**src/design/assert_macros.svh**
```systemverilog
// assertion helpers shared by the one-wire master modules
`ifndef ASSERT_MACROS_SVH
`define ASSERT_MACROS_SVH

// same-cycle implication, muted during reset
`define ASSERT_IMPLIES(label, clk, rst_n, ante, cons) \
    label: assert property (@(posedge clk) disable iff (!rst_n) (ante) |-> (cons)) \
        else $error("one-wire master check failed");

// next-cycle implication, muted during reset
`define ASSERT_NEXT(label, clk, rst_n, ante, cons) \
    label: assert property (@(posedge clk) disable iff (!rst_n) (ante) |=> (cons)) \
        else $error("one-wire master check failed");

`endif

```
**src/design/owm_pkg.sv**
```systemverilog
`timescale 1ns / 1ps
`default_nettype none
// ------------------------------------------------------------------------
// owm_pkg
// Shared widths, codes, register map and types of the one-wire master.
// ------------------------------------------------------------------------
package owm_pkg;

    localparam int BITS_PER_BYTE = 8;
    localparam int BIT_IDX_W     = $clog2(BITS_PER_BYTE);
    localparam int BYTE_W        = 8;
    localparam int FUNC_W        = 2;
    localparam int TICK_W        = 10;
    localparam int CFG_IDX_W     = 3;
    localparam int QUEUE_DEPTH   = 2;
    localparam int QPTR_W        = 1;
    localparam int QCNT_W        = 2;

    // command codes on the func field
    localparam logic [FUNC_W-1:0] FUNC_RESET = 2'd0;
    localparam logic [FUNC_W-1:0] FUNC_WRITE = 2'd1;
    localparam logic [FUNC_W-1:0] FUNC_READ  = 2'd2;

    // register map
    localparam logic [CFG_IDX_W-1:0] REG_RESET_LOW     = 3'd0;
    localparam logic [CFG_IDX_W-1:0] REG_PRESENCE_WAIT = 3'd1;
    localparam logic [CFG_IDX_W-1:0] REG_RESET_TAIL    = 3'd2;
    localparam logic [CFG_IDX_W-1:0] REG_SLOT_START    = 3'd3;
    localparam logic [CFG_IDX_W-1:0] REG_SLOT_HOLD     = 3'd4;
    localparam logic [CFG_IDX_W-1:0] REG_RECOVERY      = 3'd5;

    // register defaults in microsecond ticks
    localparam logic [TICK_W-1:0] DEF_RESET_LOW     = 10'd480;
    localparam logic [TICK_W-1:0] DEF_PRESENCE_WAIT = 10'd60;
    localparam logic [TICK_W-1:0] DEF_RESET_TAIL    = 10'd420;
    localparam logic [TICK_W-1:0] DEF_SLOT_START    = 10'd2;
    localparam logic [TICK_W-1:0] DEF_SLOT_HOLD     = 10'd60;
    localparam logic [TICK_W-1:0] DEF_RECOVERY      = 10'd2;

    // tick class decided by the front end
    typedef enum logic [1:0] {
        KIND_NONE  = 2'd0,
        KIND_RESET = 2'd1,
        KIND_WRITE = 2'd2,
        KIND_READ  = 2'd3
    } kind_t;

    // one classified tick waiting for the engine
    typedef struct packed {
        kind_t               kind;
        logic [BYTE_W-1:0]   wr_data;
        logic                line_in;
    } tick_entry_t;

    // timing registers seen by the engine
    typedef struct packed {
        logic [TICK_W-1:0] reset_low;
        logic [TICK_W-1:0] presence_wait;
        logic [TICK_W-1:0] reset_tail;
        logic [TICK_W-1:0] slot_start;
        logic [TICK_W-1:0] slot_hold;
        logic [TICK_W-1:0] recovery;
    } owm_cfg_t;

endpackage
`default_nettype wire

```
**src/design/owm_if.sv**
```systemverilog
`timescale 1ns / 1ps
`default_nettype none
// ------------------------------------------------------------------------
// owm_if
// Handshake channels of the one-wire master: ticks in, results out, config.
// ------------------------------------------------------------------------

// one bus tick request
interface owm_tick_if;
    logic                          valid;
    logic                          ready;
    logic                          cmd_valid;
    logic [owm_pkg::FUNC_W-1:0]    func;
    logic [owm_pkg::BYTE_W-1:0]    wr_data;
    logic                          line_in;

    modport source (output valid, output cmd_valid, output func, output wr_data,
                    output line_in, input ready);
    modport sink   (input valid, input cmd_valid, input func, input wr_data,
                    input line_in, output ready);
endinterface

// one result per tick
interface owm_res_if;
    logic                          valid;
    logic                          ready;
    logic                          line_drive_low;
    logic                          busy_res;
    logic                          done_res;
    logic [owm_pkg::BYTE_W-1:0]    rd_data;
    logic                          presence;

    modport source (output valid, output line_drive_low, output busy_res,
                    output done_res, output rd_data, output presence, input ready);
    modport sink   (input valid, input line_drive_low, input busy_res,
                    input done_res, input rd_data, input presence, output ready);
endinterface

// register write channel
interface owm_cfg_if;
    logic                           valid;
    logic                           ready;
    logic [owm_pkg::CFG_IDX_W-1:0]  index;
    logic [owm_pkg::TICK_W-1:0]     data;

    modport source (output valid, output index, output data, input ready);
    modport sink   (input valid, input index, input data, output ready);
endinterface
`default_nettype wire

```
**src/design/owm_front.sv**
```systemverilog
`timescale 1ns / 1ps
`default_nettype none
`include "assert_macros.svh"
// ------------------------------------------------------------------------
// owm_front
// Accepts tick requests, classifies the command and queues them for the
// sequencing engine in a two-entry queue.
// ------------------------------------------------------------------------
module owm_front (
    input  logic                  clk,
    input  logic                  rst_n,
    owm_tick_if.sink              tick,
    output logic                  q_valid,
    input  logic                  q_ready,
    output owm_pkg::tick_entry_t  q_head
);
    import owm_pkg::*;

    tick_entry_t         q_mem [QUEUE_DEPTH];
    logic [QPTR_W-1:0]   wr_ptr_reg;
    logic [QPTR_W-1:0]   wr_ptr_next;
    logic [QPTR_W-1:0]   rd_ptr_reg;
    logic [QPTR_W-1:0]   rd_ptr_next;
    logic [QCNT_W-1:0]   count_reg;
    logic [QCNT_W-1:0]   count_next;
    logic                push;
    logic                pop;
    tick_entry_t         entry;

    // classify the command carried by this tick
    always_comb
    begin
        entry.wr_data = tick.wr_data;
        entry.line_in = tick.line_in;
        entry.kind    = KIND_NONE;
        if (tick.cmd_valid)
        begin
            case (tick.func)
                FUNC_RESET: entry.kind = KIND_RESET;
                FUNC_WRITE: entry.kind = KIND_WRITE;
                FUNC_READ:  entry.kind = KIND_READ;
                default:    entry.kind = KIND_NONE;
            endcase
        end
    end

    // queue handshake
    assign tick.ready = (count_reg != QCNT_W'(QUEUE_DEPTH));
    assign push       = tick.valid && tick.ready;
    assign q_valid    = (count_reg != '0);
    assign pop        = q_valid && q_ready;
    assign q_head     = q_mem[rd_ptr_reg];

    always_comb
    begin
        wr_ptr_next = push ? wr_ptr_reg + 1'b1 : wr_ptr_reg;
        rd_ptr_next = pop ? rd_ptr_reg + 1'b1 : rd_ptr_reg;
        count_next  = count_reg;
        if (push && !pop)
        begin
            count_next = count_reg + 1'b1;
        end
        else if (pop && !push)
        begin
            count_next = count_reg - 1'b1;
        end
    end

    // queue pointers and fill level
    always_ff @(posedge clk or negedge rst_n)
    begin
        if (!rst_n)
        begin
            wr_ptr_reg <= '0;
            rd_ptr_reg <= '0;
            count_reg  <= '0;
        end
        else
        begin
            wr_ptr_reg <= wr_ptr_next;
            rd_ptr_reg <= rd_ptr_next;
            count_reg  <= count_next;
        end
    end

    // queue storage
    always_ff @(posedge clk)
    begin
        if (push)
        begin
            q_mem[wr_ptr_reg] <= entry;
        end
    end

    `ASSERT_IMPLIES(a_count_bound, clk, rst_n, 1'b1, count_reg <= QCNT_W'(QUEUE_DEPTH))
    `ASSERT_NEXT(a_push_grows, clk, rst_n, push && !pop, count_reg == $past(count_reg) + 2'd1)
    `ASSERT_NEXT(a_pop_shrinks, clk, rst_n, pop && !push, count_reg == $past(count_reg) - 2'd1)

endmodule
`default_nettype wire

```
**src/design/owm_engine.sv**
```systemverilog
`timescale 1ns / 1ps
`default_nettype none
`include "assert_macros.svh"
// ------------------------------------------------------------------------
// owm_engine
// Steps the reset and bit-slot sequences one tick per queued request and
// holds each tick's result in an output register.
// ------------------------------------------------------------------------
module owm_engine (
    input  logic                  clk,
    input  logic                  rst_n,
    input  logic                  q_valid,
    output logic                  q_ready,
    input  owm_pkg::tick_entry_t  q_head,
    input  owm_pkg::owm_cfg_t     cfg_regs,
    owm_res_if.source             res
);
    import owm_pkg::*;

    typedef enum logic [2:0] {
        PH_IDLE     = 3'd0,
        PH_RST_LOW  = 3'd1,
        PH_RST_WAIT = 3'd2,
        PH_RST_TAIL = 3'd3,
        PH_SLOT_LO  = 3'd4,
        PH_SLOT_HLD = 3'd5,
        PH_RECOVER  = 3'd6
    } phase_t;

    phase_t                 phase_reg, phase_next;
    logic [TICK_W-1:0]      timer_reg, timer_next;
    logic [BIT_IDX_W-1:0]   bit_idx_reg, bit_idx_next;
    logic [BYTE_W-1:0]      shift_reg, shift_next;
    kind_t                  op_reg, op_next;
    logic                   presence_reg, presence_next;
    logic [BYTE_W-1:0]      last_read_reg, last_read_next;
    logic                   res_valid_reg, res_valid_next;
    logic                   drive_reg, drive_next;
    logic                   busy_reg, busy_next;
    logic                   done_reg, done_next;

    logic                   fire;
    logic                   start;
    phase_t                 ph;
    logic [TICK_W-1:0]      t;
    logic [TICK_W-1:0]      dur_raw;
    logic [TICK_W-1:0]      dur;
    logic                   ends;

    assign q_ready = !res_valid_reg || res.ready;
    assign fire    = q_valid && q_ready;
    assign start   = (phase_reg == PH_IDLE) && (q_head.kind != KIND_NONE);
    assign ph      = start ? ((q_head.kind == KIND_RESET) ? PH_RST_LOW : PH_SLOT_LO)
                           : phase_reg;
    assign t       = start ? '0 : timer_reg;

    // duration of the current phase, zero counts as one tick
    always_comb
    begin
        case (ph)
            PH_RST_LOW:  dur_raw = cfg_regs.reset_low;
            PH_RST_WAIT: dur_raw = cfg_regs.presence_wait;
            PH_RST_TAIL: dur_raw = cfg_regs.reset_tail;
            PH_SLOT_LO:  dur_raw = cfg_regs.slot_start;
            PH_SLOT_HLD: dur_raw = cfg_regs.slot_hold;
            PH_RECOVER:  dur_raw = cfg_regs.recovery;
            default:     dur_raw = cfg_regs.slot_start;
        endcase
        dur  = (dur_raw == '0) ? TICK_W'(1) : dur_raw;
        ends = ({1'b0, t} + 1'b1) >= {1'b0, dur};
    end

    // one tick of the sequencer
    always_comb
    begin
        phase_next     = phase_reg;
        timer_next     = timer_reg;
        bit_idx_next   = bit_idx_reg;
        shift_next     = shift_reg;
        op_next        = op_reg;
        presence_next  = presence_reg;
        last_read_next = last_read_reg;
        drive_next     = drive_reg;
        busy_next      = busy_reg;
        done_next      = done_reg;
        res_valid_next = res.ready ? 1'b0 : res_valid_reg;

        if (fire)
        begin
            res_valid_next = 1'b1;
            drive_next     = 1'b0;
            done_next      = 1'b0;
            busy_next      = (ph != PH_IDLE);
            if (start)
            begin
                op_next      = q_head.kind;
                bit_idx_next = '0;
                shift_next   = (q_head.kind == KIND_WRITE) ? q_head.wr_data : '0;
            end
            if (ph != PH_IDLE)
            begin
                timer_next = ends ? '0 : t + 1'b1;
            end

            case (ph)
                PH_RST_LOW:
                begin
                    drive_next = 1'b1;
                    if (ends)
                    begin
                        phase_next = PH_RST_WAIT;
                    end
                    else
                    begin
                        phase_next = ph;
                    end
                end
                PH_RST_WAIT:
                begin
                    phase_next = ph;
                    if (ends)
                    begin
                        presence_next = !q_head.line_in;
                        phase_next    = PH_RST_TAIL;
                    end
                end
                PH_RST_TAIL:
                begin
                    phase_next = ph;
                    if (ends)
                    begin
                        phase_next = PH_IDLE;
                        done_next  = 1'b1;
                    end
                end
                PH_SLOT_LO:
                begin
                    drive_next = 1'b1;
                    phase_next = ends ? PH_SLOT_HLD : ph;
                end
                PH_SLOT_HLD:
                begin
                    phase_next = ph;
                    if (op_next == KIND_WRITE)
                    begin
                        drive_next = !shift_next[0];
                    end
                    else if (t == '0)
                    begin
                        shift_next = {q_head.line_in, shift_next[BYTE_W-1:1]};
                    end
                    if (ends)
                    begin
                        if (op_next == KIND_WRITE)
                        begin
                            shift_next = {1'b0, shift_next[BYTE_W-1:1]};
                        end
                        if (bit_idx_next == BIT_IDX_W'(BITS_PER_BYTE - 1))
                        begin
                            if (op_next == KIND_READ)
                            begin
                                last_read_next = shift_next;
                            end
                            bit_idx_next = '0;
                            phase_next   = PH_IDLE;
                            done_next    = 1'b1;
                        end
                        else
                        begin
                            phase_next = PH_RECOVER;
                        end
                    end
                end
                PH_RECOVER:
                begin
                    phase_next = ph;
                    if (ends)
                    begin
                        bit_idx_next = bit_idx_reg + 1'b1;
                        phase_next   = PH_SLOT_LO;
                    end
                end
                default:
                begin
                    phase_next = PH_IDLE;
                end
            endcase
        end
    end

    // sequencer state and result register
    always_ff @(posedge clk or negedge rst_n)
    begin
        if (!rst_n)
        begin
            phase_reg     <= PH_IDLE;
            timer_reg     <= '0;
            bit_idx_reg   <= '0;
            shift_reg     <= '0;
            op_reg        <= KIND_NONE;
            presence_reg  <= 1'b0;
            last_read_reg <= '0;
            res_valid_reg <= 1'b0;
            drive_reg     <= 1'b0;
            busy_reg      <= 1'b0;
            done_reg      <= 1'b0;
        end
        else
        begin
            phase_reg     <= phase_next;
            timer_reg     <= timer_next;
            bit_idx_reg   <= bit_idx_next;
            shift_reg     <= shift_next;
            op_reg        <= op_next;
            presence_reg  <= presence_next;
            last_read_reg <= last_read_next;
            res_valid_reg <= res_valid_next;
            drive_reg     <= drive_next;
            busy_reg      <= busy_next;
            done_reg      <= done_next;
        end
    end

    assign res.valid          = res_valid_reg;
    assign res.line_drive_low = drive_reg;
    assign res.busy_res       = busy_reg;
    assign res.done_res       = done_reg;
    assign res.rd_data        = last_read_reg;
    assign res.presence       = presence_reg;

    `ASSERT_IMPLIES(a_done_busy, clk, rst_n, res_valid_reg && done_reg, busy_reg)
    `ASSERT_IMPLIES(a_idle_bit0, clk, rst_n, phase_reg == PH_IDLE, bit_idx_reg == '0)
    `ASSERT_IMPLIES(a_timer_range, clk, rst_n, 1'b1, timer_reg != '1)
    `ASSERT_NEXT(a_fire_result, clk, rst_n, fire, res_valid_reg)

endmodule
`default_nettype wire

```
**src/design/one_wire_bus_master.sv**
```systemverilog
`timescale 1ns / 1ps
`default_nettype none
// a tick's result is offered from the engine's result register once the tick has left the queue
// throughput: one tick per clock while the result is taken; the phase timer steps once per tick
// a two-entry queue decouples the tick input from the result register
// reset: asynchronous, active low; sequencer idle, result outputs zero, timing
// registers at their defaults; no clearing pass
// ------------------------------------------------------------------------
// one_wire_bus_master
// One-wire bus master: timing registers, tick front end and sequencing engine.
// ------------------------------------------------------------------------
module one_wire_bus_master (
    input  logic        clk,
    input  logic        rst_n,
    owm_tick_if.sink    tick,
    owm_res_if.source   res,
    owm_cfg_if.sink     cfg
);
    import owm_pkg::*;

    owm_cfg_t     cfg_reg;
    owm_cfg_t     cfg_next;
    logic         q_valid;
    logic         q_ready;
    tick_entry_t  q_head;

    assign cfg.ready = 1'b1;

    // register write decode, unknown indexes dropped
    always_comb
    begin
        cfg_next = cfg_reg;
        if (cfg.valid)
        begin
            case (cfg.index)
                REG_RESET_LOW:     cfg_next.reset_low     = cfg.data;
                REG_PRESENCE_WAIT: cfg_next.presence_wait = cfg.data;
                REG_RESET_TAIL:    cfg_next.reset_tail    = cfg.data;
                REG_SLOT_START:    cfg_next.slot_start    = cfg.data;
                REG_SLOT_HOLD:     cfg_next.slot_hold     = cfg.data;
                REG_RECOVERY:      cfg_next.recovery      = cfg.data;
                default:           cfg_next = cfg_reg;
            endcase
        end
    end

    // timing registers
    always_ff @(posedge clk or negedge rst_n)
    begin
        if (!rst_n)
        begin
            cfg_reg.reset_low     <= DEF_RESET_LOW;
            cfg_reg.presence_wait <= DEF_PRESENCE_WAIT;
            cfg_reg.reset_tail    <= DEF_RESET_TAIL;
            cfg_reg.slot_start    <= DEF_SLOT_START;
            cfg_reg.slot_hold     <= DEF_SLOT_HOLD;
            cfg_reg.recovery      <= DEF_RECOVERY;
        end
        else
        begin
            cfg_reg <= cfg_next;
        end
    end

    // tick intake and classification
    owm_front u_front (
        .clk     (clk),
        .rst_n   (rst_n),
        .tick    (tick),
        .q_valid (q_valid),
        .q_ready (q_ready),
        .q_head  (q_head)
    );

    // bus sequencing
    owm_engine u_engine (
        .clk      (clk),
        .rst_n    (rst_n),
        .q_valid  (q_valid),
        .q_ready  (q_ready),
        .q_head   (q_head),
        .cfg_regs (cfg_reg),
        .res      (res)
    );

endmodule
`default_nettype wire
```
**src/flat_wrapper.sv**
```systemverilog
// flat-port wrapper written by rule: the top's interface ports become plain ports
module one_wire_bus_master_flat import owm_pkg::*;
  (clk, rst_n, tick_valid, tick_cmd_valid, tick_func, tick_wr_data, tick_line_in, tick_ready, res_valid, res_line_drive_low, res_busy_res, res_done_res, res_rd_data, res_presence, res_ready, cfg_valid, cfg_index, cfg_data, cfg_ready);
  owm_tick_if tick_i ();
  owm_res_if res_i ();
  owm_cfg_if cfg_i ();
  input  logic clk;
  input  logic rst_n;
  input wire logic [$bits(tick_i.valid)-1:0] tick_valid;
  input wire logic [$bits(tick_i.cmd_valid)-1:0] tick_cmd_valid;
  input wire logic [$bits(tick_i.func)-1:0] tick_func;
  input wire logic [$bits(tick_i.wr_data)-1:0] tick_wr_data;
  input wire logic [$bits(tick_i.line_in)-1:0] tick_line_in;
  output wire logic [$bits(tick_i.ready)-1:0] tick_ready;
  output wire logic [$bits(res_i.valid)-1:0] res_valid;
  output wire logic [$bits(res_i.line_drive_low)-1:0] res_line_drive_low;
  output wire logic [$bits(res_i.busy_res)-1:0] res_busy_res;
  output wire logic [$bits(res_i.done_res)-1:0] res_done_res;
  output wire logic [$bits(res_i.rd_data)-1:0] res_rd_data;
  output wire logic [$bits(res_i.presence)-1:0] res_presence;
  input wire logic [$bits(res_i.ready)-1:0] res_ready;
  input wire logic [$bits(cfg_i.valid)-1:0] cfg_valid;
  input wire logic [$bits(cfg_i.index)-1:0] cfg_index;
  input wire logic [$bits(cfg_i.data)-1:0] cfg_data;
  output wire logic [$bits(cfg_i.ready)-1:0] cfg_ready;
  assign tick_i.valid = tick_valid;
  assign tick_i.cmd_valid = tick_cmd_valid;
  assign tick_i.func = tick_func;
  assign tick_i.wr_data = tick_wr_data;
  assign tick_i.line_in = tick_line_in;
  assign tick_ready = tick_i.ready;
  assign res_valid = res_i.valid;
  assign res_line_drive_low = res_i.line_drive_low;
  assign res_busy_res = res_i.busy_res;
  assign res_done_res = res_i.done_res;
  assign res_rd_data = res_i.rd_data;
  assign res_presence = res_i.presence;
  assign res_i.ready = res_ready;
  assign cfg_i.valid = cfg_valid;
  assign cfg_i.index = cfg_index;
  assign cfg_i.data = cfg_data;
  assign cfg_ready = cfg_i.ready;
  one_wire_bus_master u_core (.clk(clk), .rst_n(rst_n), .tick(tick_i), .res(res_i), .cfg(cfg_i));
endmodule
```
**config.mk**
```make
export PLATFORM = sky130hd
export DESIGN_NAME = one_wire_bus_master_flat
export DESIGN_NICKNAME = d
export VERILOG_FILES = /design/src/design/owm_pkg.sv /design/src/design/owm_if.sv /design/src/design/owm_front.sv /design/src/design/owm_engine.sv /design/src/design/one_wire_bus_master.sv /design/src/flat_wrapper.sv
export VERILOG_INCLUDE_DIRS = /design/src /design/src/design
export SDC_FILE = /design/constraint.sdc
export NUM_CORES = 1
export LEC_CHECK = 0
export BUFFER_PORTS_ARGS = -buffer_cell sky130_fd_sc_hd__clkbuf_2
export CAP_MARGIN = 20
export CORE_MARGIN = 2
export CORE_UTILIZATION = 55
export CTS_CLUSTER_SIZE = 30
export DETAILED_ROUTE_END_ITERATION = 8
export PLACE_DENSITY = 0.76
export SLEW_MARGIN = 0
export SYNTH_ARGS = -nofsm -noshare
export SYNTH_HDL_FRONTEND = slang
export SYNTH_SLANG_ARGS = --single-unit
```
**constraint.sdc**
```tcl
create_clock -name clk -period 4.2 [get_ports clk]
set_input_delay 0.84 -clock clk [delete_from_list [all_inputs] [get_ports clk]]
set_output_delay 0.84 -clock clk [all_outputs]
set_load 0.05 [all_outputs]
```
==> results.rst <==
.. list-table::
   :header-rows: 1

   * - Metric
     - Value
   * - Start point of the worst min-delay path
     - u_core.u_engine.res.busy_res$_DFFE_PN0P_
   * - Fraction of final layout cells sized beyond drive strength 1
     - 33.68%
   * - Average detailed-routed wire length per instance
     - 19.64 microns
   * - Number of top-level pins
     - 45
   * - Antenna violations before repair
     - 0
   * - Number of input and output port buffers inserted
     - 43
   * - Total leakage power
     - 3.439 nW
   * - Post-synth top cells
     - 85 x sky130_fd_sc_hd__dfrtp_1, 73 x sky130_fd_sc_hd__mux2_2, 65 x sky130_fd_sc_hd__nand2_1, 36 x sky130_fd_sc_hd__o21ai_0, 32 x sky130_fd_sc_hd__nor2_1
   * - Sw Share
     - 35.66%
   * - Placer's final routability congestion estimate
     - 0.9121
   * - Crit-path max FO
     - 22
   * - Combinational cell fraction of total power
     - 37.8%
   * - Initial Utilization
     - 55.76%
   * - M3 GR Usage
     - 6.429%
   * - Final critical-path required period
     - 4.002 ns
   * - Highest ir drop seen on vdd
     - 0.0004133 V
   * - Path type of the worst setup path
     - reg -> reg
   * - Hold bufs inserted after CTS
     - 0
   * - Yosys warns
     - 0
   * - # setup viols final
     - 0
   * - Count of clock tree sinks
     - 125
   * - Cell Pwr Density
     - 680.8 nW/um^2
   * - Ranking of synthesized cells by area
     - sky130_fd_sc_hd__dfrtp_1 32%, sky130_fd_sc_hd__mux2_2 12%, sky130_fd_sc_hd__edfxtp_1 9.9%
   * - Worst endpoint required time
     - 4.48 ns
   * - End point of the most critical hold path
     - u_core.u_engine.res.busy_res$_DFFE_PN0P_
   * - Mean post-synth cell area
     - 11.09 sq um
   * - Area of the die
     - 12970 sq um
   * - Seq cells post-synth
     - 125
   * - Outcome
     - finished clean
   * - Clk_lat worst skew
     - 0.42 ns
   * - Library cells used by synthesis
     - 68
   * - Sequential area share after synthesis
     - 49.10%
   * - Post-synth ARST share
     - 82.40%
   * - Setup slack at placement
     - 0.006627 ns
   * - Total inserted antenna cells
     - 0
   * - Drt initial violations
     - 537
   * - Number of buffers added by the clock tree synthesis step
     - 17
   * - CTS tree
     - yes
   * - # rows
     - 40
   * - Root buffer cell
     - sky130_fd_sc_hd__clkbuf_16
   * - Total global-route track usage
     - 26.57%
   * - Post-synth top area cell
     - sky130_fd_sc_hd__dfrtp_1
   * - Highest achievable clock rate
     - 249.9 MHz
   * - Area Overhead vs Synth
     - 19.05%
   * - Die width
     - 113.9 microns
   * - Clock share of power
     - 29.1%
   * - Post-synthesis net count
     - 645
   * - Cell area after synthesis
     - 6641 sq um
   * - Met1 track demand over resource in global routing
     - 37.35%
   * - Final hold viol count
     - 0
   * - Part of the power in registers
     - 33.1%
   * - Routing layer with the top usage in global route
     - met2
   * - Number of levels the H-tree was split into
     - 4
   * - Placed wire-length estimate after detailed placement
     - 11170 microns
   * - Post-CTS clock slew at the launch and capture registers of the worst setup and hold paths
     - 0.05 ns
   * - Internal power consumption
     - 0.003463 W
   * - Switching power total
     - 0.001920 W
   * - Placeable Area
     - 11910 sq um
   * - Worst clock skew
     - 0.005810 ns
   * - DR pass1 iterations
     - 5
   * - Post-synth top flop
     - sky130_fd_sc_hd__dfrtp_1
   * - Setup slack, reg-to-reg
     - 0.20 ns
   * - Residual overflow from global routing
     - 0
   * - Rel. slew slack
     - 39.58%
   * - Endpoint of the most critical register-to-register path
     - u_core.u_engine.shift_reg[6]$_DFFE_PN0P_
   * - Synth Instances
     - 599
   * - First-pass GRT wire length
     - 26870 microns
   * - Most common cell in the synthesized netlist
     - sky130_fd_sc_hd__dfrtp_1
   * - Number of max-slew violations in the final report
     - 0
   * - Number of enable flip-flop cells after synthesis
     - 22
   * - Max cap viols
     - 0
   * - Via density
     - 6.326
   * - Number of cell instances on the worst register-to-register path
     - 16
   * - Yosys top cell area share
     - 32.03%
   * - Met2 GRT Util
     - 40.80%
   * - Largest net degree at the start of global routing
     - 73
   * - Vias in the first global route
     - 5234
   * - Maximum clock path buffer count
     - 2
   * - Sum of routed wire length over all layers
     - 16240 microns
   * - Min setup slack post-route
     - 0.1980 ns
   * - Min-Delay Path Class
     - reg -> reg
   * - Final routed DRC violation total
     - 0
   * - Startpoint of the worst-slack reg-to-reg timing path
     - u_core.u_front.rd_ptr_reg$_DFFE_PN0P_
   * - Count of antenna-violating nets left after detailed routing
     - 0
   * - Kind of end point of the critical path
     - register
   * - Arrival time of the worst setup path
     - 4.28 ns
   * - Die outline height
     - 113.9 microns
   * - Worst Tran Pin Value
     - 0.9063 ns
   * - Flip-flop count of the largest register after layout
     - 60
   * - WHS Path Cells
     - 2
   * - Net count of the finished layout
     - 713
   * - Final worst-path cycle share
     - 95.29%
   * - Sum of internal, switching and leakage power
     - 0.005383 W
   * - Vias after detailed routing
     - 5232
   * - Startpoint kind of the worst setup timing path
     - register
[area by class of cell]
| type | count | area [sq um] |
|---|---|---|
| clock buffers | 18 | 429.2 |
| clock inverters | 14 | 198.9 |
| fillers | 878 | 4005 |
| inverters | 14 | 52.55 |
| multi-input cells | 430 | 3247 |
| flip-flops and latches | 125 | 3264 |
| well taps | 147 | 183.9 |
| repair buffers | 79 | 530.5 |
[repair_timing]
action | CTS | global route
endpoints found under the hold margin | 0 | 0
setup buffers | 0 | 1
gates cloned | 0 | 1
setup endpoints to repair | 1 | 27
resized for setup | 1 | 14
pin swaps | 0 | 1
[cell families (layout without fill, tap and decap cells)]
family          count (synthesis)  count (layout)  synth area share [%]
compound gates                136             136                 13.60
xor+xnor                       13              13                 1.714
fa+ha+maj                      16              16                 3.014
buf+inv                        44             125                 2.976
simple gates                  175             175                 13.94
other cells                     1               1               0.05646
flops                         125             125                 49.10
mux                            89              89                 15.60
[worst max path at each step]
stage,startpoint,endpoint
floorplan,u_core.u_engine.phase_reg[2]$_DFFE_PN0P_,u_core.u_engine.res.rd_data[0]$_DFFE_PN0P_
global route,u_core.u_front.rd_ptr_reg$_DFFE_PN0P_,u_core.u_engine.shift_reg[6]$_DFFE_PN0P_
global placement,u_core.u_engine.phase_reg[0]$_DFFE_PN0P_,u_core.u_engine.shift_reg[5]$_DFFE_PN0P_
detailed placement,u_core.u_front.rd_ptr_reg$_DFFE_PN0P_,u_core.u_engine.shift_reg[6]$_DFFE_PN0P_
finish,u_core.u_front.rd_ptr_reg$_DFFE_PN0P_,u_core.u_engine.shift_reg[6]$_DFFE_PN0P_
CTS,u_core.u_engine.phase_reg[0]$_DFFE_PN0P_,u_core.u_engine.shift_reg[6]$_DFFE_PN0P_
[power groups by stage]
| stage | Clock (W) | Combinational [W] | Sequential, W |
|---|---|---|---|
| finish | 0.00157 | 0.00203 | 0.00178 |
| global route | 0.00164 | 0.00224 | 0.00181 |
| CTS | 0.00158 | 0.00194 | 0.00177 |
| detailed placement | 0 | 0.00192 | 0.00178 |
| global placement | 0 | 0.00185 | 0.00177 |
| floorplan | 0 | 0.00137 | 0.00175 |
[critical path, cell delays in order (launching register included)]
cell                       delay, ns
sky130_fd_sc_hd__dfrtp_2        0.43
sky130_fd_sc_hd__mux2_2         0.41
sky130_fd_sc_hd__a21oi_4        0.18
sky130_fd_sc_hd__buf_4          0.13
sky130_fd_sc_hd__nor3_2         0.06
sky130_fd_sc_hd__a222oi_1       0.46
sky130_fd_sc_hd__nor4bb_1       0.36
sky130_fd_sc_hd__a221o_1        0.19
sky130_fd_sc_hd__ha_1           0.21
sky130_fd_sc_hd__nand2b_1       0.14
sky130_fd_sc_hd__a211o_1        0.30
sky130_fd_sc_hd__a21oi_2        0.20
sky130_fd_sc_hd__o21ai_4        0.11
sky130_fd_sc_hd__buf_12         0.18
sky130_fd_sc_hd__a21oi_2        0.18
sky130_fd_sc_hd__mux2i_1        0.21
sky130_fd_sc_hd__o21ai_0        0.10
[through the flow]
stage / cells / setup TNS, ns / util, % / hold WS (ns) / cell area, sq um
2_1_floorplan: 599 / 0 / - / 0.4484 / 6641
3_3_place_gp: 793 / 0 / 60.26 / 0.4660 / 7178
3_5_place_dp: 793 / 0 / 60.26 / 0.4682 / 7178
4_1_cts: 825 / 0 / 65.57 / 0.4808 / 7810
5_1_grt: 827 / -0.02769 / 66.38 / 0.5182 / 7906
6_report: 827 / 0 / 66.38 / 0.4787 / 7906
[routing by layer]
| layer | share of wire (%) | wire length, microns | vias up |
|---|---|---|---|
| li1 | - | - | 2384 |
| met5 | 0 | 0 | - |
| met1 | 45 | 7296 | 2610 |
| met4 | 2.2 | 352 | 0 |
| met2 | 47 | 7589 | 201 |
| met3 | 6.2 | 1003 | 37 |
[layout by cell type (no fill, tap or decap), drive strengths merged, types with 8 or more instances in the layout]
| master | synthesis | final |
|---|---|---|
| nand2 | 66 | 66 |
| buf | 12 | 36 |
| clkinv | 1 | 8 |
| nand3 | 15 | 15 |
| nor2 | 32 | 32 |
| a21oi | 25 | 25 |
| edfxtp | 22 | 22 |
| o21ai | 38 | 38 |
| mux2 | 73 | 73 |
| a22oi | 10 | 10 |
| dfstp | 18 | 18 |
| ha | 16 | 16 |
| inv | 13 | 13 |
| dfrtp | 85 | 85 |
| clkbuf | 18 | 61 |
| nor3 | 9 | 9 |
| mux2i | 12 | 12 |
(Power assumes the default switching activity.)
